File: src/rtl/swb_pkg.sv
// swb_pkg: shared constants, register map and config struct for the stereo
// width / balance / crossfeed / exciter block. No dependencies.
package swb_pkg;

    localparam int SAMPLE_BITS    = 24;
    localparam int COEF_FRAC_BITS = 14;
    localparam int GAIN_FRAC      = 12;
    localparam int GAIN_BITS      = 16;
    localparam int COEF_BITS      = 16;
    localparam int AMT_BITS       = 15;

    // datapath widths, stage by stage
    localparam int W_G1   = SAMPLE_BITS + GAIN_BITS - GAIN_FRAC;
    localparam int W_G2   = W_G1 + GAIN_BITS - GAIN_FRAC;
    localparam int W_SIDE = W_G2 + COEF_BITS - COEF_FRAC_BITS;
    localparam int W_L3   = W_SIDE + 1;
    localparam int W_L4   = W_L3 + 1;
    localparam int W_P    = W_L4 + COEF_BITS - COEF_FRAC_BITS;
    localparam int W_L5   = W_P + 1;
    localparam int W_L6   = W_L5 + AMT_BITS - COEF_FRAC_BITS + 1;
    localparam int W_TERM = SAMPLE_BITS + AMT_BITS - COEF_FRAC_BITS;
    localparam int W_Y    = W_TERM + 1;
    localparam int W_FAC  = COEF_BITS + 1;

    localparam int GAIN_RND   = 1 << (GAIN_FRAC - 1);
    localparam int COEF_RND   = 1 << (COEF_FRAC_BITS - 1);
    localparam int COEF_UNITY = 1 << COEF_FRAC_BITS;

    localparam longint S_MAX = (longint'(1) << (SAMPLE_BITS - 1)) - 1;
    localparam longint S_MIN = -(longint'(1) << (SAMPLE_BITS - 1));

    localparam int DATA_BITS = 2 * SAMPLE_BITS;
    localparam int ADDR_BITS = 5;
    localparam int APB_BITS  = 32;

    typedef enum logic [2:0] {
        REG_IN_GAIN,
        REG_OUT_GAIN,
        REG_WIDTH,
        REG_BALANCE,
        REG_BLEND,
        REG_XFEED,
        REG_EXCITE
    } t_reg_idx;

    localparam logic [GAIN_BITS-1:0] RST_GAIN  = GAIN_BITS'(1 << GAIN_FRAC);
    localparam logic [COEF_BITS-1:0] RST_WIDTH = COEF_BITS'(COEF_UNITY);

    typedef struct packed {
        logic        [GAIN_BITS-1:0] in_gain;
        logic        [GAIN_BITS-1:0] out_gain;
        logic        [COEF_BITS-1:0] width;
        logic signed [COEF_BITS-1:0] balance;
        logic signed [COEF_BITS-1:0] blend;
        logic        [AMT_BITS-1:0]  xfeed;
        logic        [AMT_BITS-1:0]  excite;
    } t_cfg;

endpackage

File: src/rtl/swb_gain.sv
// swb_gain: two pipeline stages applying input gain, then output gain.
// Depends on swb_pkg.
module swb_gain (
    input  logic                                i_clk,
    input  logic                                i_rst_n,
    input  logic                                i_en,
    input  logic                                i_valid,
    input  logic signed [swb_pkg::SAMPLE_BITS-1:0] i_l,
    input  logic signed [swb_pkg::SAMPLE_BITS-1:0] i_r,
    input  swb_pkg::t_cfg                       i_cfg,
    output logic                                o_valid,
    output logic signed [swb_pkg::W_G2-1:0]     o_l,
    output logic signed [swb_pkg::W_G2-1:0]     o_r
);
    import swb_pkg::*;

    localparam int P1 = SAMPLE_BITS + GAIN_BITS + 1;
    localparam int P2 = W_G1 + GAIN_BITS + 1;

    logic                   r_v1, r_v2;
    logic signed [W_G1-1:0] r_g1_l, r_g1_r;
    logic signed [W_G2-1:0] r_g2_l, r_g2_r;
    logic signed [P1-1:0]   p1_l, p1_r, q1_l, q1_r;
    logic signed [P2-1:0]   p2_l, p2_r, q2_l, q2_r;
    logic signed [W_G1-1:0] n_g1_l, n_g1_r;
    logic signed [W_G2-1:0] n_g2_l, n_g2_r;

    always_comb begin
        p1_l   = i_l * $signed({1'b0, i_cfg.in_gain});
        p1_r   = i_r * $signed({1'b0, i_cfg.in_gain});
        q1_l   = (p1_l + P1'(GAIN_RND)) >>> GAIN_FRAC;
        q1_r   = (p1_r + P1'(GAIN_RND)) >>> GAIN_FRAC;
        n_g1_l = q1_l[W_G1-1:0];
        n_g1_r = q1_r[W_G1-1:0];

        p2_l   = r_g1_l * $signed({1'b0, i_cfg.out_gain});
        p2_r   = r_g1_r * $signed({1'b0, i_cfg.out_gain});
        q2_l   = (p2_l + P2'(GAIN_RND)) >>> GAIN_FRAC;
        q2_r   = (p2_r + P2'(GAIN_RND)) >>> GAIN_FRAC;
        n_g2_l = q2_l[W_G2-1:0];
        n_g2_r = q2_r[W_G2-1:0];
    end

    always_ff @(posedge i_clk) begin
        if (!i_rst_n) begin
            r_v1 <= 1'b0;
            r_v2 <= 1'b0;
        end else if (i_en) begin
            r_v1 <= i_valid;
            r_v2 <= r_v1;
        end
    end

    always_ff @(posedge i_clk) begin
        if (i_en) begin
            r_g1_l <= n_g1_l;
            r_g1_r <= n_g1_r;
            r_g2_l <= n_g2_l;
            r_g2_r <= n_g2_r;
        end
    end

    assign o_valid = r_v2;
    assign o_l     = r_g2_l;
    assign o_r     = r_g2_r;

endmodule

File: config.mk
export PLATFORM = sky130hd
export DESIGN_NAME = swb_gain
export DESIGN_NICKNAME = d
export VERILOG_FILES = /design/src/rtl/swb_pkg.sv /design/src/rtl/swb_gain.sv
export SDC_FILE = /design/constraint.sdc
export NUM_CORES = 2
export LEC_CHECK = 0
export ABC_AREA = 1
export BUFFER_PORTS_ARGS = -buffer_cell sky130_fd_sc_hd__buf_2
export CORE_MARGIN = 2
export CORE_UTILIZATION = 55
export CTS_CLUSTER_DIAMETER = 80
export DETAILED_ROUTE_END_ITERATION = 10
export GPL_ROUTABILITY_DRIVEN = 0
export PLACE_DENSITY = 0.72
export SKIP_CTS_REPAIR_TIMING = 1
export SYNTH_ARGS = -nofsm -noshare
export SYNTH_HDL_FRONTEND = slang
export SYNTH_SLANG_ARGS = --single-unit
File: constraint.sdc
create_clock -name i_clk -period 7.7 [get_ports i_clk]
set_input_delay 1.54 -clock i_clk [delete_from_list [all_inputs] [get_ports i_clk]]
set_output_delay 1.54 -clock i_clk [all_outputs]
set_load 0.02 [all_outputs]
==> metrics <==
WL final 179,000 um; Slew @ Worst Pin 1.04 ns; startpoint types input pin; Detailed Place HPWL 148,000 um; I/O Buffers 148; endpoints failing hold 0; gr usage total 28.8%; vias in the first global route 59,100; Area growth, synth to finish 5.36%; setup TNS 0 ns; pin count of the biggest net entering global routing 72; Peak Freq 140 MHz; clk_skew 0.0272 ns; DR WL/cell 16.5 um; Post-Syn Area 69,600 um^2; Post-synth EDFFs 120; total die area 129,000 um^2; Chip Width 360 um; Seq/Total Area, Yosys 5.23%; site row count 130; FFs w/ async S/R, synth 0%; H-tree depth 4; global-route wire length before repair 298,000 um; CTS buffer count 17; vias per cell 5.05; post-synthesis compound-gate area fraction 2.94%; Starting Density 55.4%; Slew headroom 30.5%; I/O pins 227; critical path type in2reg; post-synthesis simple-gate area fraction 15.4%; Max FO, Critical Path 45; Critical Path Sink Type flop; RSZ-0062 raised after global routing no; Adder-Cell Fraction of Synth Area 54.6%; Period minus WS final 7.15 ns; grt ovf 0; residual DRC count 0; post-synthesis register bit count 122; Final #Nets 11,400; DR vias 54,800; main combinational cell family by area after synthesis adder cells; outcome complete, no violations; Worst EP required 7.94 ns; Mapped Cells 9,211; arrival time worst endpoint 7.39 ns; Mean Syn Cell Area 7.56 um^2; Slew Limit Fails 0; Final Cycle Share 92.9%; Die Y 360 um; post-route ant nets 0; CTS sink count 122; initial DRC count 4,140; CTS root buf clkbuf_16; Pre-Repair DR Iteration Count 6; Synth Net Count 11,500; final instance area 73,300 um^2; layout cell share with drive strength beyond 1 4.31%; CORE AREA 126,000 um^2; Synth warnings 0; antenna violations before repair 9; placed cell areas 72,700 um^2; Post-Synth XOR/XNOR Area 1.42%; Synth Flop Type edfxtp_1; multiplexer share of the synthesized area 0%; CTS tree yes; final setup vio count 0; largest buffer count on any clock path 2; total of max-cap violations 0; Worst-Skew Late Latency 0.50 ns; Hold Path Class reg2reg; Yosys cell types 41; Worst-path clk slew 0.06 ns
sequential cells by signal, summed over array words and instances (netlist names):
| name | count |
|---|---|
| o_l | 32 |
| o_r | 32 |
| o_valid | 1 |
| r_v1 | 1 |
| r_g1_r | 28 |
| r_g1_l | 28 |
placed cells by master, fill, tap and decap left out, types with 2 or more instances in the layout:
master,Yosys,layout
nand3b_1,6,6
dfxtp_1,2,2
a21o_1,21,21
nor3_1,33,33
clkinv_1,0,2
edfxtp_1,120,120
o211ai_1,4,4
ha_1,484,484
and3_1,6,6
nand2_2,15,15
xor2_1,79,79
nand4_1,28,28
nand2_1,2247,2247
clkinv_4,0,3
fa_1,1596,1596
clkbuf_16,0,17
o21ai_0,97,97
o21bai_2,2,2
inv_6,0,3
o21a_1,10,10
a31oi_1,18,18
buf_4,1,163
nor2_1,296,296
xnor2_1,34,34
inv_2,2,2
nor4_1,9,9
a21oi_1,170,170
clkinvlp_4,0,3
buf_2,0,147
diode_2,0,3
o21bai_1,24,24
inv_8,0,2
or2_2,6,6
bufinv_16,0,2
a21boi_0,10,10
nand3_1,112,112
o22ai_1,2,2
buf_12,0,26
inv_1,3392,3392
synthesized netlist by cell type (all sizes together), types with 26 or more instances:
master  instances  area (um^2)
edfxtp        120         3600
nor2          298         1130
xnor2          34          298
o21ai          99          499
nor3           34          175
fa           1596        32000
nand3         112          561
ha            484         6060
nand4          28          175
clkbuf        320         1200
nand2        2262         8530
buf            57          225
o21bai         26          203
a21oi         170          851
xor2           79          692
inv          3394        12700
kinds of logic after synthesis:
| kind of cell | count (synthesis) |
|---|---|
| AOI/OAI and AO/OA | 363 |
| xor gates and xnor gates | 113 |
| adders and majority gates | 2080 |
| buffers and inverters | 3771 |
| DFF | 122 |
| and+or+nand+nor | 2762 |
path summary, 6_finish.rpt:
kind                        startpoint              endpoint  slack [ns]  cells after the start
hold / removal       r_v1$_SDFFE_PN0P_  o_valid$_SDFFE_PN0P_        0.49                      2
setup / recovery             i_cfg[80]     o_l[28]$_DFFE_PP_        0.55                     20
hold reg to reg      r_v1$_SDFFE_PN0P_  o_valid$_SDFFE_PN0P_        0.49                      2
setup reg to reg  r_g1_l[27]$_DFFE_PP_     o_l[28]$_DFFE_PP_        1.17                     18
layout make-up:
| type | count | area, um^2 |
|---|---|---|
| flip-flops and latches | 122 | 3640 |
| clock buffers | 17 | 425 |
| fillers | 11400 | 52200 |
| multi-input cells | 5318 | 51800 |
| clock inverters | 15 | 165 |
| diodes | 3 | 7.51 |
| well taps | 1650 | 2060 |
| inverters | 3394 | 12700 |
| repair buffers | 337 | 2490 |
critical path: stages:
cell and delay (ns):
buf_2 0.10, buf_12 0.25, nand2_1 0.22, fa_1 0.79, fa_1 0.45, inv_1 0.17, buf_4 0.21, fa_1 0.45
fa_1 0.51, fa_1 0.50, inv_1 0.05, fa_1 0.47, inv_1 0.04, ha_1 0.34, nand2_1 0.12, nor4_1 0.48
buf_4 0.20, nand4_1 0.19, nand4_1 0.17, nand2_1 0.07
metal layers:
layer	track usage [%]	routed length [um]	share of wire (%)
met1	36.5	69900	39
met2	50.1	87700	49
met3	4.41	14300	8.0
met4	10.1	6670	3.7
met5	0	82	0.046
metrics by stage:
| step | hold slack [ns] | cells | setup slack [ns] | utilization, % |
|---|---|---|---|---|
| global placement | 0.460 | 10800 | 0.213 | 57.9 |
| detailed placement | 0.478 | 10800 | 0.161 | 57.9 |
| floorplan | 0.448 | 9211 | 0.640 | - |
| CTS | 0.491 | 10900 | 0.624 | 58.4 |
| finish | 0.489 | 10900 | 0.547 | 58.4 |
| global route | 0.537 | 10900 | 0.190 | 58.4 |
Power is left out: the tool's default activity adds up to more than one toggle a clock period on the data nets, which glitch-free logic cannot reach.
