### config.mk
export PLATFORM = sky130hd
export DESIGN_NAME = swb_out
export DESIGN_NICKNAME = d
export VERILOG_FILES = /design/src/rtl/swb_pkg.sv /design/src/rtl/swb_out.sv
export SDC_FILE = /design/constraint.sdc
export NUM_CORES = 1
export LEC_CHECK = 0
export BUFFER_PORTS_ARGS = -buffer_cell sky130_fd_sc_hd__buf_2
export CELL_PAD_IN_SITES_DETAIL_PLACEMENT = 0
export CELL_PAD_IN_SITES_GLOBAL_PLACEMENT = 1
export CORE_UTILIZATION = 48
export CTS_CLUSTER_SIZE = 28
export DETAILED_ROUTE_END_ITERATION = 8
export HOLD_SLACK_MARGIN = 0.08
export PLACE_DENSITY = 0.85
export SYNTH_ARGS = -nofsm -noshare
export SYNTH_HDL_FRONTEND = slang
export SYNTH_SLANG_ARGS = --single-unit
### constraint.sdc
create_clock -name i_clk -period 6.4 [get_ports i_clk]
set_clock_uncertainty 0.1 [all_clocks]
set_input_delay 0 -clock i_clk [delete_from_list [all_inputs] [get_ports i_clk]]
set_output_delay 0 -clock i_clk [all_outputs]
set_load 0.01 [all_outputs]
### src/rtl/swb_pkg.sv
// swb_pkg: shared constants, register map and config struct for the stereo
// width / balance / crossfeed / exciter block. No dependencies.
package swb_pkg;

    localparam int SAMPLE_BITS    = 24;
    localparam int COEF_FRAC_BITS = 14;
    localparam int GAIN_FRAC      = 12;
    localparam int GAIN_BITS      = 16;
    localparam int COEF_BITS      = 16;
    localparam int AMT_BITS       = 15;

    // datapath widths, stage by stage
    localparam int W_G1   = SAMPLE_BITS + GAIN_BITS - GAIN_FRAC;
    localparam int W_G2   = W_G1 + GAIN_BITS - GAIN_FRAC;
    localparam int W_SIDE = W_G2 + COEF_BITS - COEF_FRAC_BITS;
    localparam int W_L3   = W_SIDE + 1;
    localparam int W_L4   = W_L3 + 1;
    localparam int W_P    = W_L4 + COEF_BITS - COEF_FRAC_BITS;
    localparam int W_L5   = W_P + 1;
    localparam int W_L6   = W_L5 + AMT_BITS - COEF_FRAC_BITS + 1;
    localparam int W_TERM = SAMPLE_BITS + AMT_BITS - COEF_FRAC_BITS;
    localparam int W_Y    = W_TERM + 1;
    localparam int W_FAC  = COEF_BITS + 1;

    localparam int GAIN_RND   = 1 << (GAIN_FRAC - 1);
    localparam int COEF_RND   = 1 << (COEF_FRAC_BITS - 1);
    localparam int COEF_UNITY = 1 << COEF_FRAC_BITS;

    localparam longint S_MAX = (longint'(1) << (SAMPLE_BITS - 1)) - 1;
    localparam longint S_MIN = -(longint'(1) << (SAMPLE_BITS - 1));

    localparam int DATA_BITS = 2 * SAMPLE_BITS;
    localparam int ADDR_BITS = 5;
    localparam int APB_BITS  = 32;

    typedef enum logic [2:0] {
        REG_IN_GAIN,
        REG_OUT_GAIN,
        REG_WIDTH,
        REG_BALANCE,
        REG_BLEND,
        REG_XFEED,
        REG_EXCITE
    } t_reg_idx;

    localparam logic [GAIN_BITS-1:0] RST_GAIN  = GAIN_BITS'(1 << GAIN_FRAC);
    localparam logic [COEF_BITS-1:0] RST_WIDTH = COEF_BITS'(COEF_UNITY);

    typedef struct packed {
        logic        [GAIN_BITS-1:0] in_gain;
        logic        [GAIN_BITS-1:0] out_gain;
        logic        [COEF_BITS-1:0] width;
        logic signed [COEF_BITS-1:0] balance;
        logic signed [COEF_BITS-1:0] blend;
        logic        [AMT_BITS-1:0]  xfeed;
        logic        [AMT_BITS-1:0]  excite;
    } t_cfg;

endpackage

### src/rtl/swb_out.sv
// swb_out: output register plus skid register; its free slot gates the
// whole pipeline so the upstream stall is a registered signal. Depends on swb_pkg.
module swb_out (
    input  logic                                   i_clk,
    input  logic                                   i_rst_n,
    input  logic                                   i_push,
    input  logic signed [swb_pkg::SAMPLE_BITS-1:0] i_l,
    input  logic signed [swb_pkg::SAMPLE_BITS-1:0] i_r,
    input  logic                                   i_clip,
    input  logic                                   i_tready,
    output logic                                   o_tvalid,
    output logic signed [swb_pkg::SAMPLE_BITS-1:0] o_l,
    output logic signed [swb_pkg::SAMPLE_BITS-1:0] o_r,
    output logic                                   o_clip,
    output logic                                   o_room
);
    import swb_pkg::*;

    logic                          r_o_valid, n_o_valid;
    logic                          r_sk_valid, n_sk_valid;
    logic signed [SAMPLE_BITS-1:0] r_o_l, r_o_r, r_sk_l, r_sk_r;
    logic signed [SAMPLE_BITS-1:0] n_o_l, n_o_r, n_sk_l, n_sk_r;
    logic                          r_o_clip, r_sk_clip, n_o_clip, n_sk_clip;
    logic                          out_free;

    assign out_free = !r_o_valid || i_tready;

    always_comb begin
        n_o_valid  = r_o_valid;
        n_sk_valid = r_sk_valid;
        n_o_l      = r_o_l;
        n_o_r      = r_o_r;
        n_o_clip   = r_o_clip;
        n_sk_l     = r_sk_l;
        n_sk_r     = r_sk_r;
        n_sk_clip  = r_sk_clip;
        if (out_free) begin
            if (r_sk_valid) begin
                n_o_valid  = 1'b1;
                n_sk_valid = 1'b0;
                n_o_l      = r_sk_l;
                n_o_r      = r_sk_r;
                n_o_clip   = r_sk_clip;
            end else begin
                n_o_valid = i_push;
                n_o_l     = i_l;
                n_o_r     = i_r;
                n_o_clip  = i_clip;
            end
        end else if (i_push) begin
            n_sk_valid = 1'b1;
            n_sk_l     = i_l;
            n_sk_r     = i_r;
            n_sk_clip  = i_clip;
        end
    end

    always_ff @(posedge i_clk) begin
        if (!i_rst_n) begin
            r_o_valid  <= 1'b0;
            r_sk_valid <= 1'b0;
        end else begin
            r_o_valid  <= n_o_valid;
            r_sk_valid <= n_sk_valid;
        end
    end

    always_ff @(posedge i_clk) begin
        r_o_l     <= n_o_l;
        r_o_r     <= n_o_r;
        r_o_clip  <= n_o_clip;
        r_sk_l    <= n_sk_l;
        r_sk_r    <= n_sk_r;
        r_sk_clip <= n_sk_clip;
    end

    assign o_tvalid = r_o_valid;
    assign o_l      = r_o_l;
    assign o_r      = r_o_r;
    assign o_clip   = r_o_clip;
    assign o_room   = !r_sk_valid;

`ifndef SYNTHESIS
    a_skid_behind_out: assert property (@(posedge i_clk) disable iff (!i_rst_n)
        r_sk_valid |-> r_o_valid)
        else $error("skid holds an item while output register is empty");

    a_no_push_full: assert property (@(posedge i_clk) disable iff (!i_rst_n)
        i_push |-> !r_sk_valid)
        else $error("pipeline pushed into a full skid register");

    a_skid_holds: assert property (@(posedge i_clk) disable iff (!i_rst_n)
        (r_sk_valid && !i_tready) |=> (r_sk_valid && $stable(r_sk_l) && $stable(r_sk_r)))
        else $error("skid item lost during stall");
`endif

endmodule

==> impl_results.md <==
* Status: finished clean
* Initial DRC count at 79
* Worst-Skew Late Latency at 0.35 ns
* Wire length per cell at 15.0 um
* Bufs and invs on worst path at 2
* Most frequent cells in the layout: buf_2, edfxtp_1, dlygate4sd3_1
* Area leader, netlist: edfxtp_1
* Slew Viols, Final at 0
* Synthesized cell area at 0.00387 mm^2
* DIE WIDTH at 91.8 um
* Register area share after synthesis at 0.771
* Slew headroom at 0.382
* Clock power frac at 0.306
* CTS clk-pin slew, worst paths at 0.10 ns
* P_sw at 0.273 mW
* CP most frequent cell: buf_4
* CP Cell Sequence: nand2b_2 > buf_4 > nor2_4 > buf_4
* Final HPWL from detailed placement at 4080 um
* Min Tclk post-route at 2.20 ns
* Peak Freq at 455 MHz
* Placed Instances at 363
* Clock sink total at 100
* TritonCTS Buffers at 9
* Vias per inst at 4.56
* Synth warnings at 0
* Count of state elements after synthesis at 100
* Clk root buf: clkbuf_8
* Drt drc at 0
* Starting Density at 0.498
* Syn_area_per_cell at 23.9 um^2
* Largest net degree at the start of global routing at 53
* Register-to-Register Path Depth at 4
* H-Tree Depth at 3
* Setup TNS at 0 ns
* Required time worst endpoint at 6.32 ns
* HP Class: in -> reg
* Crit path DAT at 2.12 ns
* Slowest CP cell: nor2_4
* Critical path capture point type: flip-flop
* Chip height at 91.8 um
* Synth area leaders: edfxtp_1, mux2_4, buf_12, dfxtp_1, nor3b_2
* 1st-pass router iterations at 4
* CTS tree: built
* Crit-path leading delay family: buffers and inverters
* Overflow after GRT at 0
* Combinational fraction of design power at 0.098
* Pint at 1.01 mW
* Worst slew pin tran at 0.928 ns
* Final cell count without fillers at 431
* Antenna violations before repair at 0
* Global-route wire length before repair at 9930 um
* Area share of the largest cell type after synthesis at 0.760
* Core area at 0.00777 mm^2
* Max incr delay on CP at 0.55 ns
* Routability Congestion at 0.669
* Power Density at 250 mW/mm^2
* Vias at 1965
* ANT cells at 0
* Commonest non-fill, non-tap cell in the layout: buf_2
* # rows at 32
* Hold Path Depth at 2
* Routed WL at 6450 um
* Clk buf depth at 2
* Area Growth Syn to Fin at 33.0%
* Sw Share at 0.213
* Unrepaired setup endpoints after global routing: no
* Die area at 0.00843 mm^2
* Seq pwr share at 0.596
* LEAKAGE at 2.05 nW
* Total track usage at 0.161
* Max VDD drop at 107 uV
* Synth unique cells at 12
* Post-route ant nets at 0
* Crit path max fanout at 52
* Critical path type: reg -> reg
* Number of global-route vias before repair at 1961
* Final Hold Viols at 0
* Mapped Nets at 215
* Port Buf Inserts at 103
* Buffer count from post-CTS setup fixing at 0
* Final setup violation count at 0
* # IOs at 104
* Worst path depth at 4
* Period utilization at 0.343
* Share of cells above drive strength 1 at 0.529
* Startpoint class of the critical path: flip-flop
* Max-cap viol count at 0
* # nets final at 377
* Post-Synthesis Cells at 162
## cell usage after synthesis (all sizes together)
master,number
dfxtp,2
nand2b,1
inv,2
mux2,49
nor2,2
nor3b,1
edfxtp,98
buf,6
a21boi,1
## state kept, by name, indices dropped and copies added (netlist names)
| signal | flops |
|---|---|
| o_clip | 1 |
| r_sk_l | 24 |
| o_l | 24 |
| o_r | 24 |
| r_sk_r | 24 |
| o_tvalid | 1 |
| r_sk_clip | 1 |
| r_sk_valid | 1 |
## cell families (layout without fill, tap and decap cells)
logic type	Yosys count	count (layout)	synth area share
buffers and inverters	8	175	0.0307
multiplexers	49	49	0.189
AO/OA/AOI/OAI	1	1	0.00194
flip-flops	100	100	0.771
AND/OR/NAND/NOR	4	4	0.00744
## metrics by stage
| step | hold slack (ns) | utilization | instance area, um^2 | power, mW | setup slack (ns) |
|---|---|---|---|---|---|
| 3_3_place_gp | 0.0949 | 0.570 | 4430 | 0.881 | 4.22 |
| 6_report | 0.262 | 0.663 | 5150 | 1.29 | 4.20 |
| 4_1_cts | 0.247 | 0.663 | 5150 | 1.30 | 4.17 |
| 5_1_grt | 0.251 | 0.663 | 5150 | 1.33 | 4.03 |
| 2_1_floorplan | -0.00113 | - | 3870 | 0.835 | 2.08 |
| 3_5_place_dp | 0.0975 | 0.570 | 4430 | 0.884 | 4.19 |
## worst reg2reg max path, delay by kind of cell (launching register included)
family	cells	cell delay, ns
AND/OR/NAND/NOR	2	0.62
buffers and inverters	2	0.79
flip-flops	1	0.35
## metal layers
layer  track usage  share of wire  vias to the layer above
li1              -              -                      957
met1         0.211           0.45                      936
met2         0.255           0.49                       64
met3        0.0381          0.048                        8
met4        0.0781          0.017                        0
met5             0              0                        -
## final cells by class
| type | count | area [um^2] |
|---|---|---|
| clock inverter | 7 | 73.8 |
| clock buffer | 9 | 124 |
| timing repair buffer | 157 | 1050 |
| sequential | 100 | 2990 |
| inverter | 2 | 7.51 |
| multi-input combinational | 54 | 778 |
| tap | 102 | 128 |
| fill | 517 | 2620 |
## what timing repair did
| item | CTS | global route |
|---|---|---|
| hold buffers | 52 | 0 |
| resized for setup | 0 | 0 |
| hold endpoints to repair | 121 | 0 |
## path summary, 6_finish.rpt
check / from / end / slack (ns)
worst max register to register: o_tvalid / r_sk_l[18] / 4.20
worst min register to register: r_sk_l[19] / o_l[19] / 0.45
worst max-delay path: o_tvalid / r_sk_l[18] / 4.20
worst min-delay path: i_r[8] / r_sk_r[8] / 0.26
## power groups by stage
| stage | Sequential (mW) | Combinational (mW) | Clock, mW |
|---|---|---|---|
| 2_1_floorplan | 0.793 | 0.0422 | 0 |
| 3_3_place_gp | 0.780 | 0.100 | 0 |
| 3_5_place_dp | 0.782 | 0.102 | 0 |
| 4_1_cts | 0.767 | 0.127 | 0.405 |
| 5_1_grt | 0.769 | 0.136 | 0.429 |
| 6_report | 0.766 | 0.126 | 0.394 |
Power figures use the tool's default switching activity.
