`src/rtl/swb_pkg.sv`:
```
// swb_pkg: shared constants, register map and config struct for the stereo
// width / balance / crossfeed / exciter block. No dependencies.
package swb_pkg;

    localparam int SAMPLE_BITS    = 24;
    localparam int COEF_FRAC_BITS = 14;
    localparam int GAIN_FRAC      = 12;
    localparam int GAIN_BITS      = 16;
    localparam int COEF_BITS      = 16;
    localparam int AMT_BITS       = 15;

    // datapath widths, stage by stage
    localparam int W_G1   = SAMPLE_BITS + GAIN_BITS - GAIN_FRAC;
    localparam int W_G2   = W_G1 + GAIN_BITS - GAIN_FRAC;
    localparam int W_SIDE = W_G2 + COEF_BITS - COEF_FRAC_BITS;
    localparam int W_L3   = W_SIDE + 1;
    localparam int W_L4   = W_L3 + 1;
    localparam int W_P    = W_L4 + COEF_BITS - COEF_FRAC_BITS;
    localparam int W_L5   = W_P + 1;
    localparam int W_L6   = W_L5 + AMT_BITS - COEF_FRAC_BITS + 1;
    localparam int W_TERM = SAMPLE_BITS + AMT_BITS - COEF_FRAC_BITS;
    localparam int W_Y    = W_TERM + 1;
    localparam int W_FAC  = COEF_BITS + 1;

    localparam int GAIN_RND   = 1 << (GAIN_FRAC - 1);
    localparam int COEF_RND   = 1 << (COEF_FRAC_BITS - 1);
    localparam int COEF_UNITY = 1 << COEF_FRAC_BITS;

    localparam longint S_MAX = (longint'(1) << (SAMPLE_BITS - 1)) - 1;
    localparam longint S_MIN = -(longint'(1) << (SAMPLE_BITS - 1));

    localparam int DATA_BITS = 2 * SAMPLE_BITS;
    localparam int ADDR_BITS = 5;
    localparam int APB_BITS  = 32;

    typedef enum logic [2:0] {
        REG_IN_GAIN,
        REG_OUT_GAIN,
        REG_WIDTH,
        REG_BALANCE,
        REG_BLEND,
        REG_XFEED,
        REG_EXCITE
    } t_reg_idx;

    localparam logic [GAIN_BITS-1:0] RST_GAIN  = GAIN_BITS'(1 << GAIN_FRAC);
    localparam logic [COEF_BITS-1:0] RST_WIDTH = COEF_BITS'(COEF_UNITY);

    typedef struct packed {
        logic        [GAIN_BITS-1:0] in_gain;
        logic        [GAIN_BITS-1:0] out_gain;
        logic        [COEF_BITS-1:0] width;
        logic signed [COEF_BITS-1:0] balance;
        logic signed [COEF_BITS-1:0] blend;
        logic        [AMT_BITS-1:0]  xfeed;
        logic        [AMT_BITS-1:0]  excite;
    } t_cfg;

endpackage

```
`src/rtl/swb_exciter.sv`:
```
// swb_exciter: clamp, square, scale and final clamp (two register stages and
// a combinational tail into the output register). Depends on swb_pkg.
module swb_exciter (
    input  logic                                   i_clk,
    input  logic                                   i_rst_n,
    input  logic                                   i_en,
    input  logic                                   i_valid,
    input  logic signed [swb_pkg::W_L6-1:0]        i_l,
    input  logic signed [swb_pkg::W_L6-1:0]        i_r,
    input  swb_pkg::t_cfg                          i_cfg,
    output logic                                   o_valid,
    output logic signed [swb_pkg::SAMPLE_BITS-1:0] o_l,
    output logic signed [swb_pkg::SAMPLE_BITS-1:0] o_r,
    output logic                                   o_clip
);
    import swb_pkg::*;

    localparam int S  = SAMPLE_BITS;
    localparam int TB = S + AMT_BITS;

    logic r_v8, r_v9;

    // stage 8: first clamp and square
    logic signed [S-1:0]   c_l, c_r;
    logic                  clip8;
    logic [S-1:0]          cu_l, cu_r, mag_l, mag_r;
    logic [2*S-1:0]        n_sq_l, n_sq_r, r_sq_l, r_sq_r;
    logic signed [S-1:0]   r_x8_l, r_x8_r;
    logic                  r_c8;

    // stage 9: rounded square times amount
    logic [2*S:0]          ss_l, ss_r;
    logic [S-1:0]          sq_l, sq_r;
    logic [TB-1:0]         n_t_l, n_t_r, r_t_l, r_t_r;
    logic signed [S-1:0]   r_x9_l, r_x9_r;
    logic                  r_c9;

    // tail: add term, final clamp
    logic [TB:0]           ts_l, ts_r;
    logic [W_TERM-1:0]     term_l, term_r;
    logic signed [W_Y-1:0] y_l, y_r;
    logic                  hi_l, lo_l, hi_r, lo_r;

    always_comb begin
        hi_l  = i_l > W_L6'(S_MAX);
        lo_l  = i_l < W_L6'(S_MIN);
        hi_r  = i_r > W_L6'(S_MAX);
        lo_r  = i_r < W_L6'(S_MIN);
        c_l   = hi_l ? S'(S_MAX) : (lo_l ? S'(S_MIN) : i_l[S-1:0]);
        c_r   = hi_r ? S'(S_MAX) : (lo_r ? S'(S_MIN) : i_r[S-1:0]);
        clip8 = hi_l | lo_l | hi_r | lo_r;
        cu_l  = c_l;
        cu_r  = c_r;
        // the most negative sample maps to 2^(S-1), which still fits unsigned
        mag_l = c_l[S-1] ? (~cu_l + S'(1)) : cu_l;
        mag_r = c_r[S-1] ? (~cu_r + S'(1)) : cu_r;
        n_sq_l = mag_l * mag_l;
        n_sq_r = mag_r * mag_r;
    end

    always_comb begin
        ss_l  = {1'b0, r_sq_l} + (2*S + 1)'(longint'(1) << (S - 2));
        ss_r  = {1'b0, r_sq_r} + (2*S + 1)'(longint'(1) << (S - 2));
        sq_l  = ss_l[2*S-2:S-1];
        sq_r  = ss_r[2*S-2:S-1];
        n_t_l = sq_l * i_cfg.excite;
        n_t_r = sq_r * i_cfg.excite;
    end

    always_comb begin
        ts_l   = {1'b0, r_t_l} + (TB + 1)'(COEF_RND);
        ts_r   = {1'b0, r_t_r} + (TB + 1)'(COEF_RND);
        term_l = ts_l[TB-1:COEF_FRAC_BITS];
        term_r = ts_r[TB-1:COEF_FRAC_BITS];
        y_l    = W_Y'(r_x9_l) + $signed({1'b0, term_l});
        y_r    = W_Y'(r_x9_r) + $signed({1'b0, term_r});
        o_l    = (y_l > W_Y'(S_MAX)) ? S'(S_MAX) :
                 ((y_l < W_Y'(S_MIN)) ? S'(S_MIN) : y_l[S-1:0]);
        o_r    = (y_r > W_Y'(S_MAX)) ? S'(S_MAX) :
                 ((y_r < W_Y'(S_MIN)) ? S'(S_MIN) : y_r[S-1:0]);
        o_clip = r_c9 | (y_l > W_Y'(S_MAX)) | (y_l < W_Y'(S_MIN))
                      | (y_r > W_Y'(S_MAX)) | (y_r < W_Y'(S_MIN));
    end

    always_ff @(posedge i_clk) begin
        if (!i_rst_n) begin
            r_v8 <= 1'b0;
            r_v9 <= 1'b0;
        end else if (i_en) begin
            r_v8 <= i_valid;
            r_v9 <= r_v8;
        end
    end

    always_ff @(posedge i_clk) begin
        if (i_en) begin
            r_x8_l <= c_l;
            r_x8_r <= c_r;
            r_sq_l <= n_sq_l;
            r_sq_r <= n_sq_r;
            r_c8   <= clip8;
            r_x9_l <= r_x8_l;
            r_x9_r <= r_x8_r;
            r_t_l  <= n_t_l;
            r_t_r  <= n_t_r;
            r_c9   <= r_c8;
        end
    end

    assign o_valid = r_v9;

endmodule

```
`config.mk`:
```
export PLATFORM = sky130hd
export DESIGN_NAME = swb_exciter
export DESIGN_NICKNAME = d
export VERILOG_FILES = /design/src/rtl/swb_pkg.sv /design/src/rtl/swb_exciter.sv
export SDC_FILE = /design/constraint.sdc
export NUM_CORES = 2
export LEC_CHECK = 0
export BUFFER_PORTS_ARGS = -buffer_cell sky130_fd_sc_hd__clkbuf_2
export CAP_MARGIN = 10
export CORE_ASPECT_RATIO = 1.5
export CORE_UTILIZATION = 35
export DETAILED_ROUTE_END_ITERATION = 7
export PLACE_DENSITY = 0.58
export SKIP_CTS_REPAIR_TIMING = 1
export SLEW_MARGIN = 10
export SYNTH_ARGS = -nofsm -noshare
export SYNTH_HDL_FRONTEND = slang
export SYNTH_SLANG_ARGS = --single-unit
```
`constraint.sdc`:
```
create_clock -name i_clk -period 10.9 [get_ports i_clk]
set_input_delay 0.545 -clock i_clk [delete_from_list [all_inputs] [get_ports i_clk]]
set_output_delay 0.545 -clock i_clk [all_outputs]
set_load 0.005 [all_outputs]
```
==> results.ini <==
[worst_setup_path]
crit_path_start = i_r[38]
critical_path.endpoint_type = register
rr_endpoint = r_t_l[38]$_DFFE_PP_
crit_type = in2reg
cp.arrival_ns = 10.35
crit_top_cell = fa_1
crit_end = r_sq_r[45]$_DFFE_PP_
ff2ff_path_depth = 26
cp-start-kind = input port
max_stage_delay_ns = 0.57
r2r-start = r_sq_l[24]$_DFFE_PP_
rrSetupSlack_ns = 2.06
cp.required_ns = 11.23
cp_max_fo = 16
cp_slowest_cell = a2111oi_4

[yosys]
synthTopCellsByArea = fa_1 44%, ha_1 11%, edfxtp_1 9.3%
syn_area_sq_um = 64700
synth_edf_count = 200
yosys_warnings = 0
syn_avg_cell_area_sq_um = 9.22
synth.top_cell.area_share_pct = 43.7
yosysSeqAreaShare_pct = 9.34
synth_ff_type = edfxtp_1
ys_async_sr_fraction_pct = 0
synth-seq-cells = 202
yosysTopAreaCell = fa_1
synth_cells = 7020
synth_cell_types = 109

[global_route]
overflow = 0
grt_pass1_wl_mm = 290
grt_max_degree = 80
grt_pass1_vias = 54100
antenna_found_initial = 12
grt_use_total_pct = 19.6

[floorplan]
initial_core_util_pct = 35.2
die-area_sq_um = 187000
core_area_sq_um = 184000
ioPinCount = 246
rows = 193
die_h_um = 529
die_w_um = 353

[min_path]
min_path_type = in2reg
min_delay_path_depth = 2
hp-start = i_rst_n

[cts]
insertion_delay_ns = 0.59
cts_tree = yes
clock_tree.root_cell = clkbuf_16
clock-sinks = 202
clk_pin_slew_ns = 0.06
cts_buffer_depth = 3
h-tree-depth = 1
cts_buffers = 23

[timing]
finClkSkew_ns = 0.0224
fmax_mhz = 99.8
drv_slew = 0
finalHoldViolCount = 0
final.period_utilization_pct = 91.9
final-setup-viol-count = 0
max_slew_margin_pct = 25.9
worstMarginPinSlew_ns = 1.11
rsz0062_at_grt = false
fin_crit_ns = 10.02
tns_ns = 0

[placement]
place_congestion = 0.906
port-buffer-count = 150
hpwl_mm = 152

[cells_and_area]
fillers = 18700
final_util_pct = 37.9
drive_gt1_share_pct = 6.34
nNetsFinal = 9312
final_cell_mix = 1569 x inv_1, 1414 x fa_1, 948 x nand2_1
final_common_cell = inv_1
area_growth_pct = 7.73

[status]
outcome = complete, no violations

[routing]
drt_iter0_markers = 2206
drc = 0
wl_mm = 178
vias = 47500
vias_per_cell = 4.96
ant_nets = 0
avgRoutedWirePerCell_um = 18.5
firstDrtPassIters = 5

[run]
drv_cap = 0

## stage by stage
step	area (sq um)	hold WS, ns	setup WS (ns)	std cells
after floorplan	64900	0.400	0.494	7052
after global placement	69000	0.403	0.508	9530
after detailed placement	69000	0.405	0.439	9530
after CTS	69700	0.144	1.04	9571
after global routing	69700	0.196	0.458	9580
final	69800	0.189	0.881	9581
## sequential cells by signal, summed over array words and instances, names as in the netlist
register / cells
r_x9_l: 24
r_x9_r: 24
r_sq_l: 26
r_sq_r: 26
r_x8_l: 23
o_valid: 1
r_c8: 1
r_x8_r: 23
r_t_r: 26
r_c9: 1
r_t_l: 26
r_v8: 1
## cell families after synthesis
kind of cell               Yosys count  share of synthesized area, %
xor gates and xnor gates           249                          3.37
AOI/OAI and AO/OA                  612                          6.50
other                                2                        0.0116
DFF                                202                          9.34
adders and majority gates         1998                          55.0
and+or+nand+nor                   2086                          14.7
buffers and inverters             1859                          10.9
muxes                               12                         0.189
## critical path, delay by kind of cell
kind,cells,cell delay (ns)
AO/OA/AOI/OAI,12,3.46
XOR/XNOR,1,0.14
adder cells (fa/ha/maj),8,3.89
buffers and inverters,7,0.89
AND/OR/NAND/NOR,5,1.40
## layout make-up
type / count / area [sq um] / share of cell area (%)
sequential: 202 / 6050 / 8.67
antenna: 10 / 25.0 / 0.0359
inverter: 1589 / 5970 / 8.55
tap: 2437 / 3050 / 4.37
multi-input combinational: 4991 / 51900 / 74.5
clock buffer: 29 / 598 / 0.857
clock inverter: 12 / 141 / 0.203
timing repair buffer: 311 / 1980 / 2.84
## worst min-delay path by stage
stage                                end  slack [ns]
floorplan                 r_c9$_DFFE_PP_        0.40
global placement    r_x9_l[11]$_DFFE_PP_        0.40
detailed placement  r_x9_l[21]$_DFFE_PP_        0.40
CTS                 o_valid$_SDFFE_PN0P_        0.14
global route        o_valid$_SDFFE_PN0P_        0.20
finish              o_valid$_SDFFE_PN0P_        0.19
## cell usage after synthesis, types with 8 or more instances
library cell,n
inv_1,1569
fa_1,1414
nand2_1,948
ha_1,584
nor2_1,458
and2_1,291
clkbuf_1,221
edfxtp_1,200
xnor2_1,161
a21oi_1,147
a21o_1,115
o21ai_0,103
xor2_1,88
nand3_1,87
nand4_1,52
nor3_1,48
and3_1,35
nor2b_1,33
o21a_1,33
nand2b_1,26
nor4_1,26
buf_2,25
or2_2,19
o21bai_1,18
or3_1,18
a211oi_1,17
a31oi_1,13
buf_1,13
o31ai_1,13
and4_1,12
o211ai_1,12
inv_2,11
or4_1,11
mux2i_1,10
o21ai_2,10
o21ai_1,9
o31a_1,8
## routing by layer
layer	routed length (um)	track usage (%)	up-vias	share of wire [%]
met3	5540	1.51	455	3.1
met1	61600	20.2	24400	35
li1	-	-	21500	-
met2	99400	38.7	1103	56
met4	11100	10.7	0	6.3
met5	0	0	-	0
Power is not shown: default switching activity piles up to over one toggle a cycle in this logic, so the estimate is an artifact.
