===== config.mk =====
export PLATFORM = sky130hd
export DESIGN_NAME = swb_cfg
export DESIGN_NICKNAME = d
export VERILOG_FILES = /design/src/rtl/swb_pkg.sv /design/src/rtl/swb_cfg.sv
export SDC_FILE = /design/constraint.sdc
export NUM_CORES = 1
export LEC_CHECK = 0
export BUFFER_PORTS_ARGS = -buffer_cell sky130_fd_sc_hd__buf_2
export CORE_MARGIN = 2
export CORE_UTILIZATION = 50
export CTS_BUF_LIST = sky130_fd_sc_hd__clkbuf_8 sky130_fd_sc_hd__clkbuf_16
export CTS_CLUSTER_DIAMETER = 60
export DETAILED_ROUTE_END_ITERATION = 10
export PLACE_DENSITY = 0.89
export REMOVE_ABC_BUFFERS = 1
export SYNTH_ARGS = -nofsm -noshare
export SYNTH_HDL_FRONTEND = slang
export SYNTH_SLANG_ARGS = --single-unit
export TNS_END_PERCENT = 20

===== constraint.sdc =====
create_clock -name i_clk -period 2.75 [get_ports i_clk]
set_input_delay 0 -clock i_clk [delete_from_list [all_inputs] [get_ports i_clk]]
set_output_delay 0 -clock i_clk [all_outputs]
set_load 0.1 [all_outputs]

===== src/rtl/swb_pkg.sv =====
// swb_pkg: shared constants, register map and config struct for the stereo
// width / balance / crossfeed / exciter block. No dependencies.
package swb_pkg;

    localparam int SAMPLE_BITS    = 24;
    localparam int COEF_FRAC_BITS = 14;
    localparam int GAIN_FRAC      = 12;
    localparam int GAIN_BITS      = 16;
    localparam int COEF_BITS      = 16;
    localparam int AMT_BITS       = 15;

    // datapath widths, stage by stage
    localparam int W_G1   = SAMPLE_BITS + GAIN_BITS - GAIN_FRAC;
    localparam int W_G2   = W_G1 + GAIN_BITS - GAIN_FRAC;
    localparam int W_SIDE = W_G2 + COEF_BITS - COEF_FRAC_BITS;
    localparam int W_L3   = W_SIDE + 1;
    localparam int W_L4   = W_L3 + 1;
    localparam int W_P    = W_L4 + COEF_BITS - COEF_FRAC_BITS;
    localparam int W_L5   = W_P + 1;
    localparam int W_L6   = W_L5 + AMT_BITS - COEF_FRAC_BITS + 1;
    localparam int W_TERM = SAMPLE_BITS + AMT_BITS - COEF_FRAC_BITS;
    localparam int W_Y    = W_TERM + 1;
    localparam int W_FAC  = COEF_BITS + 1;

    localparam int GAIN_RND   = 1 << (GAIN_FRAC - 1);
    localparam int COEF_RND   = 1 << (COEF_FRAC_BITS - 1);
    localparam int COEF_UNITY = 1 << COEF_FRAC_BITS;

    localparam longint S_MAX = (longint'(1) << (SAMPLE_BITS - 1)) - 1;
    localparam longint S_MIN = -(longint'(1) << (SAMPLE_BITS - 1));

    localparam int DATA_BITS = 2 * SAMPLE_BITS;
    localparam int ADDR_BITS = 5;
    localparam int APB_BITS  = 32;

    typedef enum logic [2:0] {
        REG_IN_GAIN,
        REG_OUT_GAIN,
        REG_WIDTH,
        REG_BALANCE,
        REG_BLEND,
        REG_XFEED,
        REG_EXCITE
    } t_reg_idx;

    localparam logic [GAIN_BITS-1:0] RST_GAIN  = GAIN_BITS'(1 << GAIN_FRAC);
    localparam logic [COEF_BITS-1:0] RST_WIDTH = COEF_BITS'(COEF_UNITY);

    typedef struct packed {
        logic        [GAIN_BITS-1:0] in_gain;
        logic        [GAIN_BITS-1:0] out_gain;
        logic        [COEF_BITS-1:0] width;
        logic signed [COEF_BITS-1:0] balance;
        logic signed [COEF_BITS-1:0] blend;
        logic        [AMT_BITS-1:0]  xfeed;
        logic        [AMT_BITS-1:0]  excite;
    } t_cfg;

endpackage


===== src/rtl/swb_cfg.sv =====
// swb_cfg: APB register file holding the seven processing controls.
// Depends on swb_pkg.
module swb_cfg (
    input  logic                           i_clk,
    input  logic                           i_rst_n,
    input  logic                           i_psel,
    input  logic                           i_penable,
    input  logic                           i_pwrite,
    input  logic [swb_pkg::ADDR_BITS-1:0]  i_paddr,
    input  logic [swb_pkg::APB_BITS-1:0]   i_pwdata,
    output logic [swb_pkg::APB_BITS-1:0]   o_prdata,
    output swb_pkg::t_cfg                  o_cfg
);
    import swb_pkg::*;

    t_cfg     r_cfg;
    t_cfg     n_cfg;
    t_reg_idx w_idx;
    logic     w_wr;

    assign w_idx = t_reg_idx'(i_paddr[ADDR_BITS-1:2]);
    assign w_wr  = i_psel & i_penable & i_pwrite;

    always_comb begin
        n_cfg = r_cfg;
        if (w_wr) begin
            case (w_idx)
                REG_IN_GAIN:  n_cfg.in_gain  = i_pwdata[GAIN_BITS-1:0];
                REG_OUT_GAIN: n_cfg.out_gain = i_pwdata[GAIN_BITS-1:0];
                REG_WIDTH:    n_cfg.width    = i_pwdata[COEF_BITS-1:0];
                REG_BALANCE:  n_cfg.balance  = i_pwdata[COEF_BITS-1:0];
                REG_BLEND:    n_cfg.blend    = i_pwdata[COEF_BITS-1:0];
                REG_XFEED:    n_cfg.xfeed    = i_pwdata[AMT_BITS-1:0];
                REG_EXCITE:   n_cfg.excite   = i_pwdata[AMT_BITS-1:0];
                default: ;
            endcase
        end
    end

    always_ff @(posedge i_clk) begin
        if (!i_rst_n) begin
            r_cfg.in_gain  <= RST_GAIN;
            r_cfg.out_gain <= RST_GAIN;
            r_cfg.width    <= RST_WIDTH;
            r_cfg.balance  <= '0;
            r_cfg.blend    <= '0;
            r_cfg.xfeed    <= '0;
            r_cfg.excite   <= '0;
        end else begin
            r_cfg <= n_cfg;
        end
    end

    always_comb begin
        case (w_idx)
            REG_IN_GAIN:  o_prdata = APB_BITS'(r_cfg.in_gain);
            REG_OUT_GAIN: o_prdata = APB_BITS'(r_cfg.out_gain);
            REG_WIDTH:    o_prdata = APB_BITS'(r_cfg.width);
            REG_BALANCE:  o_prdata = APB_BITS'(unsigned'(r_cfg.balance));
            REG_BLEND:    o_prdata = APB_BITS'(unsigned'(r_cfg.blend));
            REG_XFEED:    o_prdata = APB_BITS'(r_cfg.xfeed);
            REG_EXCITE:   o_prdata = APB_BITS'(r_cfg.excite);
            default:      o_prdata = '0;
        endcase
    end

    assign o_cfg = r_cfg;

endmodule


==> results.py, run 1 <==
metrics = {
    "grt": {
        "grt_pass1_vias": 4089,
        "grt_pass1_wl_um": 21400,
        "grt_max_degree": 58,
        "grt_overflow": 0,
        "grt_antenna_before_repair": 0,
        "track_usage": 0.247,
    },
    "layout": {
        "drive_gt1_frac": 0.313,
        "fillers": 833,
        "nets": 686,
        "area.growth.synth_to_final_pct": 19.2,
        "antenna_cells": 0,
        "final-seq-area_mm2": 0.00220,
        "fin_cells": 782,
        "multi_input_comb_area_mm2": 0.00256,
        "largest_reg_flops": 110,
    },
    "critical_path": {
        "rr_startpoint": "o_cfg[5]",
        "crit_chain": "buf_2 -> buf_4 -> nor2_1 -> a221oi_1 -> buf_2",
        "critPathTopFamily": "simple AND/OR/NAND/NOR gates",
        "critPathLaunchType": "primary input",
        "critPathRequiredTime_ns": 2.75,
        "path_buf_inv": 3,
        "cp_common_cell": "buf_2",
        "crit_type": "primary input to output pin",
        "path_max_fanout": 13,
        "cp-end-kind": "output pin",
        "cp-startpoint": "i_paddr[4]",
        "cpPeakStageDelay_ns": 0.89,
        "worstPathArrival_ns": 2.03,
        "slowest_stage": "nor2_1",
    },
    "floorplan": {
        "rows": 36,
        "io_pins": 184,
        "die-area_mm2": 0.0110,
        "die_w_um": 105,
        "core_area_mm2": 0.00982,
        "initial_utilization": 0.519,
        "die_h_um": 105,
    },
    "place": {
        "pre_cts_slack_ns": 0.722,
        "place.gp.congestion": 0.784,
        "port_buffers": 149,
        "dp.cells": 763,
        "dp_hpwl_um": 9540,
    },
    "synth": {
        "synth-seq-cells": 110,
        "synth.cell_area_mm2": 0.00510,
        "yosysSeqAreaShare": 0.432,
        "postSynthCellCount": 502,
        "synth_cell_types": 27,
        "synth_warnings": 0,
        "postSynthAreaPerCell_um2": 10.2,
    },
    "routing": {
        "finalWirelength_um": 13600,
        "wl_met3_um": 780,
        "met1Wirelength_um": 5890,
        "wire_per_inst_um": 17.4,
        "remaining_drc_errors": 0,
        "drtIter0Drc": 215,
        "vias_per_cell": 5.27,
        "drtAntennaViolNets": 0,
        "top_layer": "met4",
        "vias": 4122,
        "met2_length_um": 6800,
        "dr.pass1.iters": 4,
    },
    "clock_tree": {
        "cts_buffers": 9,
        "clk_pin_slew_ns": 0.10,
        "clk_latency_ns": 0.36,
        "cts_sinks": 110,
        "clockBufferDepth": 2,
        "htree_num_levels": 3,
        "root_buffer": "clkbuf_8",
        "cts_resized": 0,
        "cts_tree": "built",
    },
    "timing": {
        "worst_pin_slew_ns": 1.17,
        "final.min_clock_period_ns": 2.03,
        "setup_viol": 0,
        "finalClockSkew_ns": 0,
        "slew_violations": 0,
        "rsz0062_at_grt": "no",
        "fin_crit_sh": 0.739,
        "holdWs_ns": 0.0381,
        "fin_ws_ns": 0.719,
        "final_hold_viol_count": 0,
        "fmax_ghz": 0.492,
        "relSlewSlack": 0.218,
    },
    "power": {
        "cellLeakagePower_nw": 2.73,
        "ir_drop_v": 0.000335,
        "power_density_mw_per_mm2": 493,
        "power_w": 0.00300,
    },
    "min_path": {
        "hp-class": "primary input to register",
        "hp-start": "i_pwdata[4]",
    },
    "outcome": {
        "status": "complete, no violations",
    },
    "run": {
        "maxCapViolCount": 0,
    },
}
-- area by class of cell --
cell class,count,share of cell area
multi-input cells,344,0.422
flip-flops and latches,110,0.362
repair buffers,167,0.153
well taps,133,0.0274
clock buffers,9,0.0204
clock inverters,7,0.00741
inverters,12,0.00741
-- tightest hold or removal path: cells and delay by family --
kind	cells	cell delay (ns)
buffers and inverters	1	0.07
muxes	1	0.15
and+or+nand+nor	1	0.14
-- stage by stage --
stage	util	setup TNS [ns]	cell area (um^2)
2_1_floorplan	-	-9.66	4810
3_3_place_gp	0.599	0	5880
3_5_place_dp	0.599	0	5880
4_1_cts	0.619	0	6080
5_1_grt	0.619	0	6080
6_report	0.619	0	6080
-- report_power, final --
part	internal (W)	switching, W
clock network	0.000326	0.000541
logic	0.0000973	0.000421
registers	0.00160	0.00000917
total	0.00203	0.000971
-- routing by layer --
metal  global-route usage  up-vias
met4               0.0629        0
li1                     -     1987
met3               0.0699       18
met5                    0        -
met2                0.424      147
met1                0.305     1970
-- cells in the final DEF, fill, tap and decap left out, types with 2 or more instances in the layout --
master and instances:
clkinv_4 3, mux4_2 4, mux2i_1 148, a221oi_1 11
o21ai_0 2, inv_1 15, buf_12 3, conb_1 16
o221a_2 11, nand2b_1 2, nor2_2 5, nand2_1 124
nor2b_1 5, mux2_2 4, dfxtp_1 110, buf_4 14
buf_2 147, o2bb2ai_1 5, dlygate4sd3_1 3, clkbuf_8 9
-- synth_stat cells --
cell type	n	area, um^2
nand4_1	1	6.26
o311ai_0	1	8.76
nor3_4	1	16.3
or3_1	1	6.26
a221oi_1	11	96.3
buf_6	6	67.6
o21a_1	1	7.51
buf_1	2	7.51
nor2b_1	5	31.3
mux4_2	4	90.1
o2bb2ai_1	5	43.8
inv_1	12	45.0
mux2i_1	148	1480
nor2_2	5	31.3
nor2_1	1	3.75
mux2_2	4	45.0
nand2b_1	2	12.5
nand2_1	124	465
dfxtp_1	110	2200
clkbuf_1	17	63.8
buf_4	23	173
o21ai_0	2	10.0
buf_12	1	20.0
o221a_2	11	124
buf_2	2	10.0
nand4b_4	1	23.8
conb_1	1	3.75
-- path summary, 6_finish.rpt --
kind | to | slack [ns] | depth (start not counted)
max | o_prdata[14] | 0.72 | 5
min | o_cfg[98] | 0.04 | 3
max reg2reg | o_cfg[5] | 2.03 | 2
min reg2reg | o_cfg[37] | 0.48 | 2
-- timing repair --
| action | CTS | global route |
|---|---|---|
| setup buffers | 0 | 0 |
| hold endpoints to repair | 12 | 0 |
| hold buffers | 3 | 0 |
| endpoints found under the setup margin | 0 | 0 |
-- logic make-up after synthesis --
kind of cell,share of synthesized area
other,0.000736
buffers and inverters,0.0759
DFF,0.432
and+or+nand+nor,0.117
muxes,0.317
AOI/OAI and AO/OA,0.0570
Power figures use the tool's default switching activity.
==> run 2, diff against run 1 <==
==> constraint.sdc (replaced) <==
create_clock -name i_clk -period 1.9 [get_ports i_clk]
set_input_delay 0 -clock i_clk [delete_from_list [all_inputs] [get_ports i_clk]]
set_output_delay 0 -clock i_clk [all_outputs]
set_load 0.1 [all_outputs]
==> run 2 against run 1 <==
- core utilization up 1.5 points
- cell count up 1.0%
- die area unchanged
- count of clock-buffer cells in the layout up 1
- combinational power up 50%
- sequential share of layout area down 0.87 points
- clock skew unchanged
- power up 50%
==> results.py, run 2 (synthesis results as in run 1) <==
metrics = {
    "power": {
        "power_density_mw_per_mm2": 724,
        "ir_drop_v": 0.000440,
        "cellLeakagePower_nw": 2.80,
    },
    "min_path": {
        "hp-class": "primary input to register",
    },
    "clock_tree": {
        "cts_sinks": 110,
        "htree_num_levels": 3,
        "clk_latency_ns": 0.35,
        "root_buffer": "clkbuf_8",
        "clk_pin_slew_ns": 0.10,
        "cts_buffers": 9,
        "clockBufferDepth": 2,
        "cts_tree": "built",
    },
    "timing": {
        "final_hold_viol_count": 0,
        "finalClockSkew_ns": 0,
        "worst_pin_slew_ns": 1.13,
        "fin_crit_sh": 0.956,
        "rsz0062_at_grt": "no",
        "setup_viol": 0,
        "relSlewSlack": 0.246,
        "fmax_ghz": 0.550,
        "slew_violations": 0,
        "final.min_clock_period_ns": 1.82,
    },
    "layout": {
        "multi_input_comb_area_mm2": 0.00256,
        "largest_reg_flops": 110,
        "final_area_mm2": 0.00623,
        "area.growth.synth_to_final_pct": 22.2,
        "final-seq-area_mm2": 0.00220,
        "layout_commonest_cell": "mux2i_1",
        "fillers": 803,
        "nets": 694,
        "final_cell_mix": "mux2i_1 (148), buf_2 (145), nand2_1 (124), dfxtp_1 (110), buf_4 (19)",
        "finalCoreUtilization": 0.634,
        "drive_gt1_frac": 0.323,
    },
    "floorplan": {
        "rows": 36,
        "core_area_mm2": 0.00982,
        "io_pins": 184,
        "die_w_um": 105,
        "initial_utilization": 0.519,
        "die_h_um": 105,
        "die-area_mm2": 0.0110,
    },
    "place": {
        "postPlaceCellArea_mm2": 0.00601,
        "place.gp.congestion": 0.833,
        "dp_hpwl_um": 10200,
        "port_buffers": 149,
    },
    "critical_path": {
        "critPathRequiredTime_ns": 1.90,
        "critPathLaunchType": "primary input",
        "worstPathArrival_ns": 1.82,
        "crit_type": "primary input to output pin",
        "cp-end-kind": "output pin",
        "path_max_fanout": 11,
    },
    "routing": {
        "dr.pass1.iters": 6,
        "wl_met3_um": 1010,
        "finalWirelength_um": 14200,
        "met1Wirelength_um": 5880,
        "drtAntennaViolNets": 0,
        "remaining_drc_errors": 0,
        "met2_length_um": 7030,
        "vias": 4276,
        "drtIter0Drc": 185,
        "top_layer": "met4",
        "vias_per_cell": 5.41,
        "wire_per_inst_um": 18.0,
    },
    "grt": {
        "grt_max_degree": 61,
        "grt_overflow": 0,
        "grt_pass1_wl_um": 22300,
        "grt_pass1_vias": 4233,
        "track_usage": 0.254,
        "grt_antenna_before_repair": 1,
    },
    "run": {
        "maxCapViolCount": 0,
    },
    "outcome": {
        "status": "complete, no violations",
    },
}
==> run 2: report_power, final <==
part	internal, W	switching (W)
clock network	0.000631	0.000763
registers	0.00232	0.0000135
logic	0.000159	0.000617
total	0.00311	0.00139
==> run 2: stage by stage <==
step / instances / TNS [ns] / setup WS, ns / hold WS, ns / total power, W
after global placement: 772 / 0 / 0.203 / 0.285 / 0.00315
after floorplan: 466 / -19.13 / -1.73 / 0.0913 / 0.00292
after global routing: 789 / 0 / 0.0358 / 0.0335 / 0.00464
after detailed placement: 772 / 0 / 0.0952 / 0.315 / 0.00316
final: 790 / 0 / 0.0828 / 0.0119 / 0.00451
after CTS: 789 / 0 / 0.0773 / 0.0101 / 0.00451
==> run 2: final cells by class <==
cell class / instances / area share
inverter: 12 / 0.00723
clock buffer: 10 / 0.0221
antenna: 1 / 0.000402
clock inverter: 5 / 0.00844
multi-input combinational: 344 / 0.412
timing repair buffer: 175 / 0.170
tap: 133 / 0.0267
sequential: 110 / 0.354
==> run 2: worst max-delay path: stages <==
cell and delay (ns):
buf_2 0.14, buf_4 0.17, nor2_1 0.86, a221oi_1 0.27, clkbuf_4 0.36
==> run 2: what timing repair did <==
item,in CTS,in global routing
hold buffers,2,0
hold endpoints to repair,3,0
endpoints found under the setup margin,0,1
resized for setup,0,1
buffers inserted,0,0
==> run 2: path summary, 6_finish.rpt <==
path	start	end	slack, ns	depth (start not counted)
max	i_paddr[4]	o_prdata[1]	0.08	5
min	i_pwdata[15]	o_cfg[109]	0.01	3
max reg2reg	o_cfg[76]	o_cfg[76]	1.20	2
min reg2reg	o_cfg[1]	o_cfg[1]	0.48	2
==> run 2: routing by layer <==
metal	GRT usage	vias to the layer above
met3	0.0549	25
li1	-	1996
met4	0.0857	0
met5	0	-
met2	0.440	188
met1	0.313	2067
